`src/rtl/ppmds_pkg.sv`:
```
package ppmds_pkg;

  localparam int CHANNELS = 8;
  localparam int HIST_DEPTH = 4;
  localparam int HIST_ENTRIES = CHANNELS * HIST_DEPTH;

  localparam logic [15:0] SYNC_GAP_RESET = 16'd3000;
  localparam logic [15:0] PULSE_MIN_RESET = 16'd900;
  localparam logic [15:0] PULSE_MAX_RESET = 16'd2200;
  localparam logic [15:0] PULSE_RESET = 16'd1502;
  localparam logic [16:0] DEADBAND = 17'd3;
  localparam logic [15:0] CORRECTION = 16'd2;
  localparam logic [17:0] ROUNDING = 18'd2;

  localparam logic [2:0] LAST_CHANNEL = 3'(CHANNELS - 1);
  localparam logic [3:0] FRAME_FULL = 4'(CHANNELS);

  localparam logic [1:0] REG_SYNC_GAP = 2'd0;
  localparam logic [1:0] REG_PULSE_MIN = 2'd1;
  localparam logic [1:0] REG_PULSE_MAX = 2'd2;

  localparam logic OP_EDGE = 1'b0;
  localparam logic OP_TICK = 1'b1;

  typedef enum logic [1:0] {
    ST_IDLE,
    ST_READ,
    ST_SUM,
    ST_UPDATE
  } state_t;

endpackage

```
`src/rtl/ppmds_in_if.sv`:
```
interface ppmds_in_if;
  logic        valid;
  logic        ready;
  logic        op;
  logic [15:0] now_us;

  modport source (output valid, output op, output now_us, input ready);
  modport sink (input valid, input op, input now_us, output ready);
endinterface

```
`src/rtl/ppmds_out_if.sv`:
```
interface ppmds_out_if;
  logic        valid;
  logic        ready;
  logic [2:0]  channel;
  logic [15:0] smoothed_us;
  logic        last;

  modport source (output valid, output channel, output smoothed_us, output last, input ready);
  modport sink (input valid, input channel, input smoothed_us, input last, output ready);
endinterface

```
`src/rtl/ppm_decode_and_smooth_unit.sv`:
```
// Channel   Dir  Payload                         Notes
// in_ch     in   op, now_us                      edge event or compute tick
// out_ch    out  channel, smoothed_us, last      one transfer per channel per tick
// cfg       in   cfg_we, cfg_index, cfg_data     sync_gap, pulse_min, pulse_max
//
// An edge event is handled without leaving idle. A compute tick runs, for each channel, four
// reads through the single read port of the history memory, a sum step and an update step.
// Reset clears control state, smoothed values and the history valid bits and loads the pulse
// table with PULSE_RESET, all at once; no clearing pass. The output register holds a result
// while out_ch stalls; the update step waits on it, and the next item is taken once a
// tick ends.
module ppm_decode_and_smooth_unit (
  input  logic        clk,
  input  logic        rst,
  ppmds_in_if.sink    in_ch,
  ppmds_out_if.source out_ch,
  input  logic        cfg_we,
  input  logic [1:0]  cfg_index,
  input  logic [15:0] cfg_data
);

  ppmds_pkg::state_t state;
  ppmds_pkg::state_t state_next;

  logic [15:0] sync_gap;
  logic [15:0] pulse_min;
  logic [15:0] pulse_max;

  logic [15:0] last_edge;
  logic [3:0]  frame_ch;
  logic [1:0]  hist_slot;
  logic [15:0] pulse_store [ppmds_pkg::CHANNELS];
  logic [15:0] smoothed [ppmds_pkg::CHANNELS];

  logic [15:0] hist_mem [ppmds_pkg::HIST_ENTRIES];
  logic        hist_valid [ppmds_pkg::HIST_ENTRIES];
  logic [15:0] rd_data;
  logic        rd_valid;
  logic        rd_use_pulse;

  logic [2:0]  ch_idx;
  logic [1:0]  step;
  logic [17:0] acc;

  logic        out_valid;
  logic [2:0]  out_channel;
  logic [15:0] out_smoothed;
  logic        out_last;

  logic        in_ready;
  logic        in_fire;
  logic        read_issue;
  logic        acc_clear;
  logic        acc_add;
  logic        upd_fire;

  logic [4:0]  rd_addr;
  logic [15:0] cur_pulse;
  logic [15:0] term;
  logic [15:0] gap;
  logic        in_window;
  logic [17:0] rounded;
  logic [15:0] mean;
  logic [16:0] mean_ext;
  logic [16:0] sm_ext;
  logic [15:0] smoothed_next;

  assign rd_addr = {ch_idx, step};
  assign cur_pulse = pulse_store[ch_idx];
  assign term = rd_use_pulse ? cur_pulse : (rd_valid ? rd_data : 16'd0);
  assign gap = in_ch.now_us - last_edge;
  assign in_window = (gap > pulse_min) && (gap < pulse_max);
  assign rounded = acc + ppmds_pkg::ROUNDING;
  assign mean = rounded[17:2];
  assign mean_ext = {1'b0, mean};
  assign sm_ext = {1'b0, smoothed[ch_idx]};

  always_comb begin
    smoothed_next = smoothed[ch_idx];
    if ((mean_ext + ppmds_pkg::DEADBAND) < sm_ext) begin
      smoothed_next = mean + ppmds_pkg::CORRECTION;
    end else if (mean_ext > (sm_ext + ppmds_pkg::DEADBAND)) begin
      smoothed_next = mean - ppmds_pkg::CORRECTION;
    end
  end

  always_comb begin
    in_ready = 1'b0;
    read_issue = 1'b0;
    acc_clear = 1'b0;
    acc_add = 1'b0;
    upd_fire = 1'b0;
    unique case (state)
      ppmds_pkg::ST_IDLE: begin
        in_ready = 1'b1;
      end
      ppmds_pkg::ST_READ: begin
        read_issue = 1'b1;
        acc_clear = (step == 2'd0);
        acc_add = (step != 2'd0);
      end
      ppmds_pkg::ST_SUM: begin
        acc_add = 1'b1;
      end
      ppmds_pkg::ST_UPDATE: begin
        upd_fire = !out_valid || out_ch.ready;
      end
      default: begin
        in_ready = 1'b0;
      end
    endcase
  end

  assign in_fire = in_ch.valid && in_ready;

  always_comb begin
    state_next = state;
    unique case (state)
      ppmds_pkg::ST_IDLE: begin
        if (in_fire && in_ch.op == ppmds_pkg::OP_TICK) begin
          state_next = ppmds_pkg::ST_READ;
        end
      end
      ppmds_pkg::ST_READ: begin
        if (step == 2'd3) begin
          state_next = ppmds_pkg::ST_SUM;
        end
      end
      ppmds_pkg::ST_SUM: begin
        state_next = ppmds_pkg::ST_UPDATE;
      end
      ppmds_pkg::ST_UPDATE: begin
        if (upd_fire) begin
          state_next = (ch_idx == ppmds_pkg::LAST_CHANNEL) ? ppmds_pkg::ST_IDLE
                                                           : ppmds_pkg::ST_READ;
        end
      end
      default: begin
        state_next = ppmds_pkg::ST_IDLE;
      end
    endcase
  end

  always_ff @(posedge clk) begin
    if (rst) begin
      state <= ppmds_pkg::ST_IDLE;
    end else begin
      state <= state_next;
    end
  end

  always_ff @(posedge clk) begin
    if (rst) begin
      sync_gap <= ppmds_pkg::SYNC_GAP_RESET;
      pulse_min <= ppmds_pkg::PULSE_MIN_RESET;
      pulse_max <= ppmds_pkg::PULSE_MAX_RESET;
    end else if (cfg_we) begin
      case (cfg_index)
        ppmds_pkg::REG_SYNC_GAP:  sync_gap <= cfg_data;
        ppmds_pkg::REG_PULSE_MIN: pulse_min <= cfg_data;
        ppmds_pkg::REG_PULSE_MAX: pulse_max <= cfg_data;
        default: ;
      endcase
    end
  end

  // edge decode
  always_ff @(posedge clk) begin
    if (rst) begin
      last_edge <= 16'd0;
      frame_ch <= 4'd0;
      for (int i = 0; i < ppmds_pkg::CHANNELS; i++) begin
        pulse_store[i] <= ppmds_pkg::PULSE_RESET;
      end
    end else if (in_fire && in_ch.op == ppmds_pkg::OP_EDGE) begin
      last_edge <= in_ch.now_us;
      if (gap > sync_gap) begin
        frame_ch <= 4'd0;
      end else if (frame_ch < ppmds_pkg::FRAME_FULL) begin
        if (in_window) begin
          pulse_store[frame_ch[2:0]] <= gap;
        end
        frame_ch <= frame_ch + 4'd1;
      end
    end
  end

  // tick sequencer
  always_ff @(posedge clk) begin
    if (rst) begin
      hist_slot <= 2'd0;
      ch_idx <= 3'd0;
      step <= 2'd0;
    end else begin
      if (in_fire && in_ch.op == ppmds_pkg::OP_TICK) begin
        hist_slot <= hist_slot + 2'd1;
        ch_idx <= 3'd0;
        step <= 2'd0;
      end
      if (read_issue) begin
        step <= step + 2'd1;
      end
      if (upd_fire) begin
        ch_idx <= ch_idx + 3'd1;
        step <= 2'd0;
      end
    end
  end

  always_ff @(posedge clk) begin
    if (read_issue && step == hist_slot) begin
      hist_mem[rd_addr] <= cur_pulse;
    end
    if (read_issue) begin
      rd_data <= hist_mem[rd_addr];
    end
  end

  always_ff @(posedge clk) begin
    if (rst) begin
      for (int i = 0; i < ppmds_pkg::HIST_ENTRIES; i++) begin
        hist_valid[i] <= 1'b0;
      end
    end else if (read_issue && step == hist_slot) begin
      hist_valid[rd_addr] <= 1'b1;
    end
  end

  always_ff @(posedge clk) begin
    if (read_issue) begin
      rd_valid <= hist_valid[rd_addr];
      rd_use_pulse <= (step == hist_slot);
    end
    if (acc_clear) begin
      acc <= 18'd0;
    end else if (acc_add) begin
      acc <= acc + {2'b00, term};
    end
  end

  always_ff @(posedge clk) begin
    if (rst) begin
      for (int i = 0; i < ppmds_pkg::CHANNELS; i++) begin
        smoothed[i] <= 16'd0;
      end
    end else if (upd_fire) begin
      smoothed[ch_idx] <= smoothed_next;
    end
  end

  always_ff @(posedge clk) begin
    if (rst) begin
      out_valid <= 1'b0;
    end else if (upd_fire) begin
      out_valid <= 1'b1;
    end else if (out_ch.ready) begin
      out_valid <= 1'b0;
    end
  end

  always_ff @(posedge clk) begin
    if (upd_fire) begin
      out_channel <= ch_idx;
      out_smoothed <= smoothed_next;
      out_last <= (ch_idx == ppmds_pkg::LAST_CHANNEL);
    end
  end

  assign in_ch.ready = in_ready;
  assign out_ch.valid = out_valid;
  assign out_ch.channel = out_channel;
  assign out_ch.smoothed_us = out_smoothed;
  assign out_ch.last = out_last;

  a_tick_starts: assert property (@(posedge clk) disable iff (rst)
    (in_ch.valid && in_ch.ready && in_ch.op == ppmds_pkg::OP_TICK)
      |=> (state == ppmds_pkg::ST_READ && ch_idx == 3'd0 && step == 2'd0))
    else $error("tick did not start at channel zero");

  a_frame_bound: assert property (@(posedge clk) disable iff (rst)
    frame_ch <= ppmds_pkg::FRAME_FULL)
    else $error("frame channel counter passed the channel count");

  a_last_marks_end: assert property (@(posedge clk) disable iff (rst)
    (out_valid && out_last) |-> (out_channel == ppmds_pkg::LAST_CHANNEL))
    else $error("last flag on a channel other than the final one");

  a_update_holds: assert property (@(posedge clk) disable iff (rst)
    (state == ppmds_pkg::ST_UPDATE && out_valid && !out_ch.ready)
      |=> (state == ppmds_pkg::ST_UPDATE && $stable(ch_idx)))
    else $error("update advanced while the output register was full");

endmodule
```
`src/flat_wrapper.sv`:
```
// flat-port wrapper written by rule: the top's interface ports become plain ports
module ppm_decode_and_smooth_unit_flat 
  (clk, rst, cfg_we, cfg_index, cfg_data, in_ch_valid, in_ch_op, in_ch_now_us, in_ch_ready, out_ch_valid, out_ch_channel, out_ch_smoothed_us, out_ch_last, out_ch_ready);
  ppmds_in_if in_ch_i ();
  ppmds_out_if out_ch_i ();
  input  logic clk;
  input  logic rst;
  input  logic cfg_we;
  input  logic [1:0] cfg_index;
  input  logic [15:0] cfg_data;
  input wire logic [$bits(in_ch_i.valid)-1:0] in_ch_valid;
  input wire logic [$bits(in_ch_i.op)-1:0] in_ch_op;
  input wire logic [$bits(in_ch_i.now_us)-1:0] in_ch_now_us;
  output wire logic [$bits(in_ch_i.ready)-1:0] in_ch_ready;
  output wire logic [$bits(out_ch_i.valid)-1:0] out_ch_valid;
  output wire logic [$bits(out_ch_i.channel)-1:0] out_ch_channel;
  output wire logic [$bits(out_ch_i.smoothed_us)-1:0] out_ch_smoothed_us;
  output wire logic [$bits(out_ch_i.last)-1:0] out_ch_last;
  input wire logic [$bits(out_ch_i.ready)-1:0] out_ch_ready;
  assign in_ch_i.valid = in_ch_valid;
  assign in_ch_i.op = in_ch_op;
  assign in_ch_i.now_us = in_ch_now_us;
  assign in_ch_ready = in_ch_i.ready;
  assign out_ch_valid = out_ch_i.valid;
  assign out_ch_channel = out_ch_i.channel;
  assign out_ch_smoothed_us = out_ch_i.smoothed_us;
  assign out_ch_last = out_ch_i.last;
  assign out_ch_i.ready = out_ch_ready;
  ppm_decode_and_smooth_unit u_core (.clk(clk), .rst(rst), .in_ch(in_ch_i), .out_ch(out_ch_i), .cfg_we(cfg_we), .cfg_index(cfg_index), .cfg_data(cfg_data));
endmodule
```
`config.mk`:
```
export PLATFORM = sky130hd
export DESIGN_NAME = ppm_decode_and_smooth_unit_flat
export DESIGN_NICKNAME = d
export VERILOG_FILES = /design/src/rtl/ppmds_pkg.sv /design/src/rtl/ppmds_in_if.sv /design/src/rtl/ppmds_out_if.sv /design/src/rtl/ppm_decode_and_smooth_unit.sv /design/src/flat_wrapper.sv
export SDC_FILE = /design/constraint.sdc
export NUM_CORES = 1
export LEC_CHECK = 0
export ABC_AREA = 1
export BUFFER_PORTS_ARGS = -buffer_cell sky130_fd_sc_hd__buf_2
export CAP_MARGIN = 10
export CORE_AREA = 2 2 284 286
export CTS_CLUSTER_DIAMETER = 80
export DETAILED_ROUTE_END_ITERATION = 8
export DIE_AREA = 0 0 286 288
export HOLD_SLACK_MARGIN = 0.1
export PLACE_DENSITY = 0.71
export SLEW_MARGIN = 20
export SYNTH_ARGS = -nofsm -noshare
export SYNTH_HDL_FRONTEND = slang
export SYNTH_SLANG_ARGS = --single-unit
```
`constraint.sdc`:
```
create_clock -name clk -period 6.6 [get_ports clk]
set_input_delay 0.66 -clock clk [delete_from_list [all_inputs] [get_ports clk]]
set_output_delay 0.66 -clock clk [all_outputs]
set_load 0.01 [all_outputs]
```
==> results of run 1 <==
-- power by group --
part           internal, µW  switching [µW]  total [µW]  leakage, µW
sequential             6670             147        6820      0.00834
combinational          1180            2910        4080      0.00765
clock                  3130            2260        5380      0.00153
-- layout make-up --
| type | instances | area, µm² | share of cell area |
|---|---|---|---|
| Tap cell | 1060 | 1330 | 0.0277 |
| Sequential cell | 937 | 26800 | 0.560 |
| Multi-Input combinational cell | 2724 | 14600 | 0.303 |
| Clock buffer | 119 | 2580 | 0.0539 |
| Clock inverter | 57 | 528 | 0.0110 |
| Inverter | 299 | 1140 | 0.0237 |
| Timing Repair Buffer | 152 | 988 | 0.0206 |
-- stage by stage --
stage          hold slack [ns]  power [µW]  instance area [µm²]
2_1_floorplan            0.433        9740                43400
4_1_cts                  0.238       16300                47900
3_5_place_dp             0.453       10900                44800
6_report                 0.272       16300                48000
5_1_grt                  0.288       17000                48000
3_3_place_gp             0.444       10900                44800
-- critical path: cells and delay by family (launching register included) --
| family | cells | cell delay (ns) |
|---|---|---|
| simple gates | 23 | 2.98 |
| fa+ha+maj | 1 | 0.32 |
| flops | 1 | 0.34 |
| buf+inv | 2 | 1.21 |
| xor+xnor | 1 | 0.15 |
-- cells in the mapped netlist (3+ instances only) --
cell        n  area [µm²]
o21a_1     20         150
o31ai_1     3        22.5
inv_2       7        26.3
o211ai_1   23         173
nand2_1   527        1980
a211oi_1    6        45.0
ha_1      127        1590
nor3_1     27         135
clkinv_1    4        15.0
a21oi_1   180         901
buf_1      10        37.5
buf_6       4        45.0
nor2_2     25         156
nand4_1    91         569
nand2_4     8        90.1
nor2_1    699        2620
nand3_1   131         656
dfxtp_1   131        2620
xnor2_1    11        96.3
inv_1     287        1080
o21ai_0   464        2320
xor2_1     58         508
a22o_1     28         245
nand2_2    25         156
nand3_4     6         105
o22ai_1   155         970
buf_2      25         125
a221oi_1   36         315
nand3_2    12         120
and2_1      3        18.8
o221ai_1   18         158
o21ai_1     7        35.0
clkbuf_1  177         664
nor2_4      3        33.8
edfxtp_1  806       24200
buf_4       7        52.6
-- state kept, by name (all words and copies together) (netlist names), 16 cells and up, named ones only --
signal / flops
u_core.pulse_max: 16
u_core.out_ch.smoothed_us: 16
u_core.smoothed: 128
u_core.pulse_min: 16
u_core.rd_data: 16
u_core.acc: 18
u_core.hist_mem: 512
u_core.pulse_store: 128
u_core.hist_valid: 32
u_core.last_edge: 16
u_core.sync_gap: 16
-- final timing paths --
| check | start | end | cells after the start |
|---|---|---|---|
| worst max-delay path | flip-flop | u_core.smoothed[1][2] | 27 |
| worst min-delay path | cfg_data[3] | u_core.pulse_max[3] | 3 |
| worst max register to register | flip-flop | u_core.smoothed[1][2] | 27 |
| worst min register to register | u_core.last_edge[10] | u_core.last_edge[10] | 2 |
-- layer usage --
| layer | track usage | vias up | wire length [µm] |
|---|---|---|---|
| met5 | 0 | - | 0 |
| met4 | 0.0966 | 0 | 3670 |
| met3 | 0.0353 | 206 | 9420 |
| met2 | 0.437 | 1465 | 53300 |
| met1 | 0.384 | 15300 | 47400 |
| li1 | - | 14800 | - |
-- logic make-up after synthesis --
family	after synthesis	share of synthesized area
buf+inv	524	0.0479
xor+xnor	70	0.0143
compound gates	955	0.126
flops	937	0.619
simple gates	1570	0.156
fa+ha+maj	129	0.0376
==> results.toml, run 1 <==
[synthesis]
synth-main-ff-cell = "edfxtp_1"
ys_async_sr_fraction = 0
yosys_warnings = 0
seq_area_frac_synth = 0.619
syn-cell-area_mm2 = 0.0434
synth.avg_cell_area_um2 = 10.4
synth_edf_count = 806
netlist_instances = 4185
ys_ff_latch = 937
syn-num-nets = 4354
yosys.cell_types.count = 59

[critical_path]
slowest_delay_ns = 0.70
path_common_cell = "nand2_1"
worstPathRequired_ns = 6.97
cp.arrival_ns = 5.72
r2r_setup_slack_ns = 1.25
crit_slowest_cell = "buf_4"
crit_type = "flip-flop to flip-flop"
startpoint_type = "flip-flop"
end_kind = "flip-flop"
crit_fanout = 72

[die]
die_w_um = 286
start_util = 0.545
num_rows = 104
ios = 62
core_mm2 = 0.0796
die-area_mm2 = 0.0824
die_h_um = 288

[routing]
drc = 0
drt.antenna.violating_nets = 0
dr.pass1.iters = 8
drtIter0Drc = 3597
wl_per_cell_um = 21.3
vias = 31900
routed_wl_um = 114000
via_per_inst = 5.96

[timing]
final-setup-viol-count = 0
fmax_mhz = 187
tightest_slew_ns = 1.16
fin_tns_setup_ns = 0
grt_setup_unrepaired = "no"
slew_headroom = 0.225
fin_ws_ns = 1.25
fin_crit_sh = 0.810
fin_crit_ns = 5.35
clock_skew_ns = 0.0376
hold_viol = 0
slew_viol_final = 0

[run]
cap_violations = 0

[cells_and_area]
finish.utilization = 0.602
nNetsFinal = 4378
layout.cells.non_filler = 5348
layout_commonest_cell = "edfxtp_1"
layout-drive-gt1-share = 0.0982
antenna_cells = 0
area_growth_pct = 10.6
fillers = 6428
final_cell_mix = "edfxtp_1, nor2_1, nand2_1"

[clocking]
cts_tree = "done"
insertion_delay_ns = 0.67
numCtsBuffers = 95
clk_pin_slew_ns = 0.06
cts_hold_buf = 0
cts.sinks = 937
htreeDepth = 3
clock_path_buffers = 3
cts_setup_buffers = 0
postCtsResizedCells = 0
cts_root_buf = "clkbuf_16"

[grt]
gr-usage-all-layers = 0.272
grt_pass1_vias = 29800
gr-total-overflow = 0
grt_max_degree = 124
antenna_found_initial = 0
grt_pass1_wl_um = 173000

[placement]
dp_hpwl_um = 69200
portBuffers = 61
routabilityCongestion = 1.00
dp_slack_ns = 0.952
dp_cells = 5172

[worst_hold_path]
hold_path_class = "input port to flip-flop"

[power]
power.density_mw_per_mm2 = 340
ir_drop_uv = 243
p_leak_uw = 0.0175

[run_status]
status = "complete, no violations"
Note: power is estimated with default switching activity, not from simulation.
==> run 2, diff against run 1 <==
==> constraint.sdc (replaced) <==
create_clock -name clk -period 4.97 [get_ports clk]
set_input_delay 0.497 -clock clk [delete_from_list [all_inputs] [get_ports clk]]
set_output_delay 0.497 -clock clk [all_outputs]
set_load 0.01 [all_outputs]
==> results.toml, run 2 (synthesis gave the netlist of run 1 again) <==
[run_status]
status = "complete, no violations"

[critical_path]
path_common_cell = "nor2_1"
cp.arrival_ns = 5.07
path_delay_family = "simple AND/OR/NAND/NOR gates"
startpoint_type = "flip-flop"
worstPathRequired_ns = 5.47
crit_type = "flip-flop to flip-flop"
crit_path_cell_trace = "buf_4 -> nor2_1 -> nor2_1 -> o21ai_0 -> o211ai_1 -> o21ai_1 -> ha_1 -> inv_1 -> nand3_1 -> nor2_2 -> and2_1 -> nand3_1 -> nor2_1 -> xor2_1 -> ha_1 -> nand2_1 -> inv_1 -> nand4_1 -> nor2_1 -> nor2_2 -> nand3_1 -> nand3_1 -> nand2_2 -> nor2_1"
crit_slowest_cell = "nor2_2"
path_buf_inv = 3
timing.rr.end = "u_core.smoothed[2][14]"
end_kind = "flip-flop"
reg2reg_depth = 24
slowest_delay_ns = 0.48
crit_fanout = 34
r2r_setup_slack_ns = 0.40

[grt]
grt-busiest-layer = "met2"
gr-total-overflow = 0
grt_max_degree = 190
grt_pass1_vias = 29800
gr-usage-all-layers = 0.271
use_met1 = 0.376
grt_pass1_wl_um = 172000
grtUsageMet2 = 0.437
antenna_found_initial = 0
use_met3 = 0.0402

[routing]
dr.pass1.iters = 6
vias = 32000
drt.antenna.violating_nets = 0
wl_per_cell_um = 20.9
via_per_inst = 5.91
drc = 0
routed_wl_um = 113000
drtIter0Drc = 3787

[cells_and_area]
finish.utilization = 0.609
fillers = 6387
final_cell_mix = "edfxtp_1, nor2_1, nand2_1"
layout_commonest_cell = "edfxtp_1"
largest_reg_flops = 512
antenna_cells = 0
area_growth_pct = 11.9
top_register = "u_core.hist_mem"
top_regs = "u_core.hist_mem x512, u_core.pulse_store x128, u_core.smoothed x128"
layout-drive-gt1-share = 0.107
nNetsFinal = 4441

[worst_hold_path]
whs_path_depth = 3
hold_path_class = "input port to flip-flop"
hold_start = "cfg_data[0]"
holdPathEnd = "u_core.pulse_min[0]"

[die]
die-area_mm2 = 0.0824
start_util = 0.545
die_w_um = 286
num_rows = 104
die_h_um = 288
ios = 62
core_mm2 = 0.0796

[clocking]
htreeDepth = 3
cts.sinks = 937
cts_tree = "done"
cts_root_buf = "clkbuf_16"
insertion_delay_ns = 0.65
clock_path_buffers = 3
numCtsBuffers = 94
clk_pin_slew_ns = 0.06

[placement]
dp_hpwl_um = 70200
portBuffers = 61
routabilityCongestion = 0.960

[timing]
slew_headroom = 0.288
fin_crit_sh = 0.920
final-setup-viol-count = 0
grt_setup_unrepaired = "no"
fin_tns_setup_ns = 0
clock_skew_ns = 0.0229
slew_viol_final = 0
fmax_mhz = 219
tightest_slew_ns = 1.07
hold_viol = 0
fin_crit_ns = 4.57

[power]
p_leak_uw = 0.0178
power.density_mw_per_mm2 = 448
ir_drop_uv = 396

[run]
cap_violations = 0
-- run 2: changes by cell type in the layout (fill, tap and decap cells not counted), moves of 3 or more --
cell,change
dlygate4sd3_1,+9
buf_4,+52
buf_12,+3
clkbuf_1,+6
clkinvlp_4,-3
clkbuf_8,+3
clkinv_2,-14
-- run 2: area by class of cell --
cell class                 count  area [µm²]  area share
clock buffer                 127        2620      0.0540
clock inverter                46         509      0.0105
inverter                     299        1140      0.0235
multi-input combinational   2724       14600       0.300
sequential                   937       26800       0.553
tap                         1060        1330      0.0273
timing repair buffer         216        1530      0.0315
-- run 2: what timing repair did --
| item | 4_1_cts | 5_1_grt |
|---|---|---|
| resized for setup | 0 | 8 |
| endpoints found under the hold margin | 13 | 0 |
| hold buffers | 9 | 0 |
| setup endpoints to repair | 0 | 297 |
| setup buffers | 0 | 0 |
-- run 2: worst max path at each step --
stage               slack, ns  cells after the start            start                  endpoint
global placement         0.15                     20  in_ch_now_us[0]  u_core.pulse_store[0][6]
global route             0.01                     27        flip-flop     u_core.smoothed[4][1]
floorplan                0.32                     20  in_ch_now_us[0]  u_core.pulse_store[7][0]
finish                   0.40                     24        flip-flop    u_core.smoothed[2][14]
CTS                      0.17                     21  in_ch_now_us[0]  u_core.pulse_store[0][6]
detailed placement       0.03                     20  in_ch_now_us[0]  u_core.pulse_store[0][6]
-- run 2: metrics by stage --
stage	total power [µW]	worst slack [ns]	instance area (µm²)	hold slack (ns)	cells
global route	22700	0.0109	48500	0.117	5409
detailed placement	14600	0.0317	45300	0.453	5227
floorplan	12900	0.318	43400	0.433	4185
global placement	14500	0.153	45300	0.444	5227
finish	21800	0.398	48500	0.132	5409
CTS	21700	0.175	48500	0.102	5409
-- run 2: worst min-delay path: cells and delay by family --
| kind | cells | cell delay [ns] |
|---|---|---|
| buffers and inverters | 1 | 0.11 |
| AND/OR/NAND/NOR | 2 | 0.13 |
-- run 2: power breakdown --
part / leakage [µW] / internal, µW / switching [µW]
sequential: 0.00834 / 8860 / 190
combinational: 0.00798 / 1630 / 3870
clock: 0.00153 / 4260 / 2940
-- run 2: per-layer routing --
metal,part of all wire,wire (µm)
met5,0,0
met4,0.035,3950
met3,0.084,9470
met2,0.47,53400
met1,0.41,46400
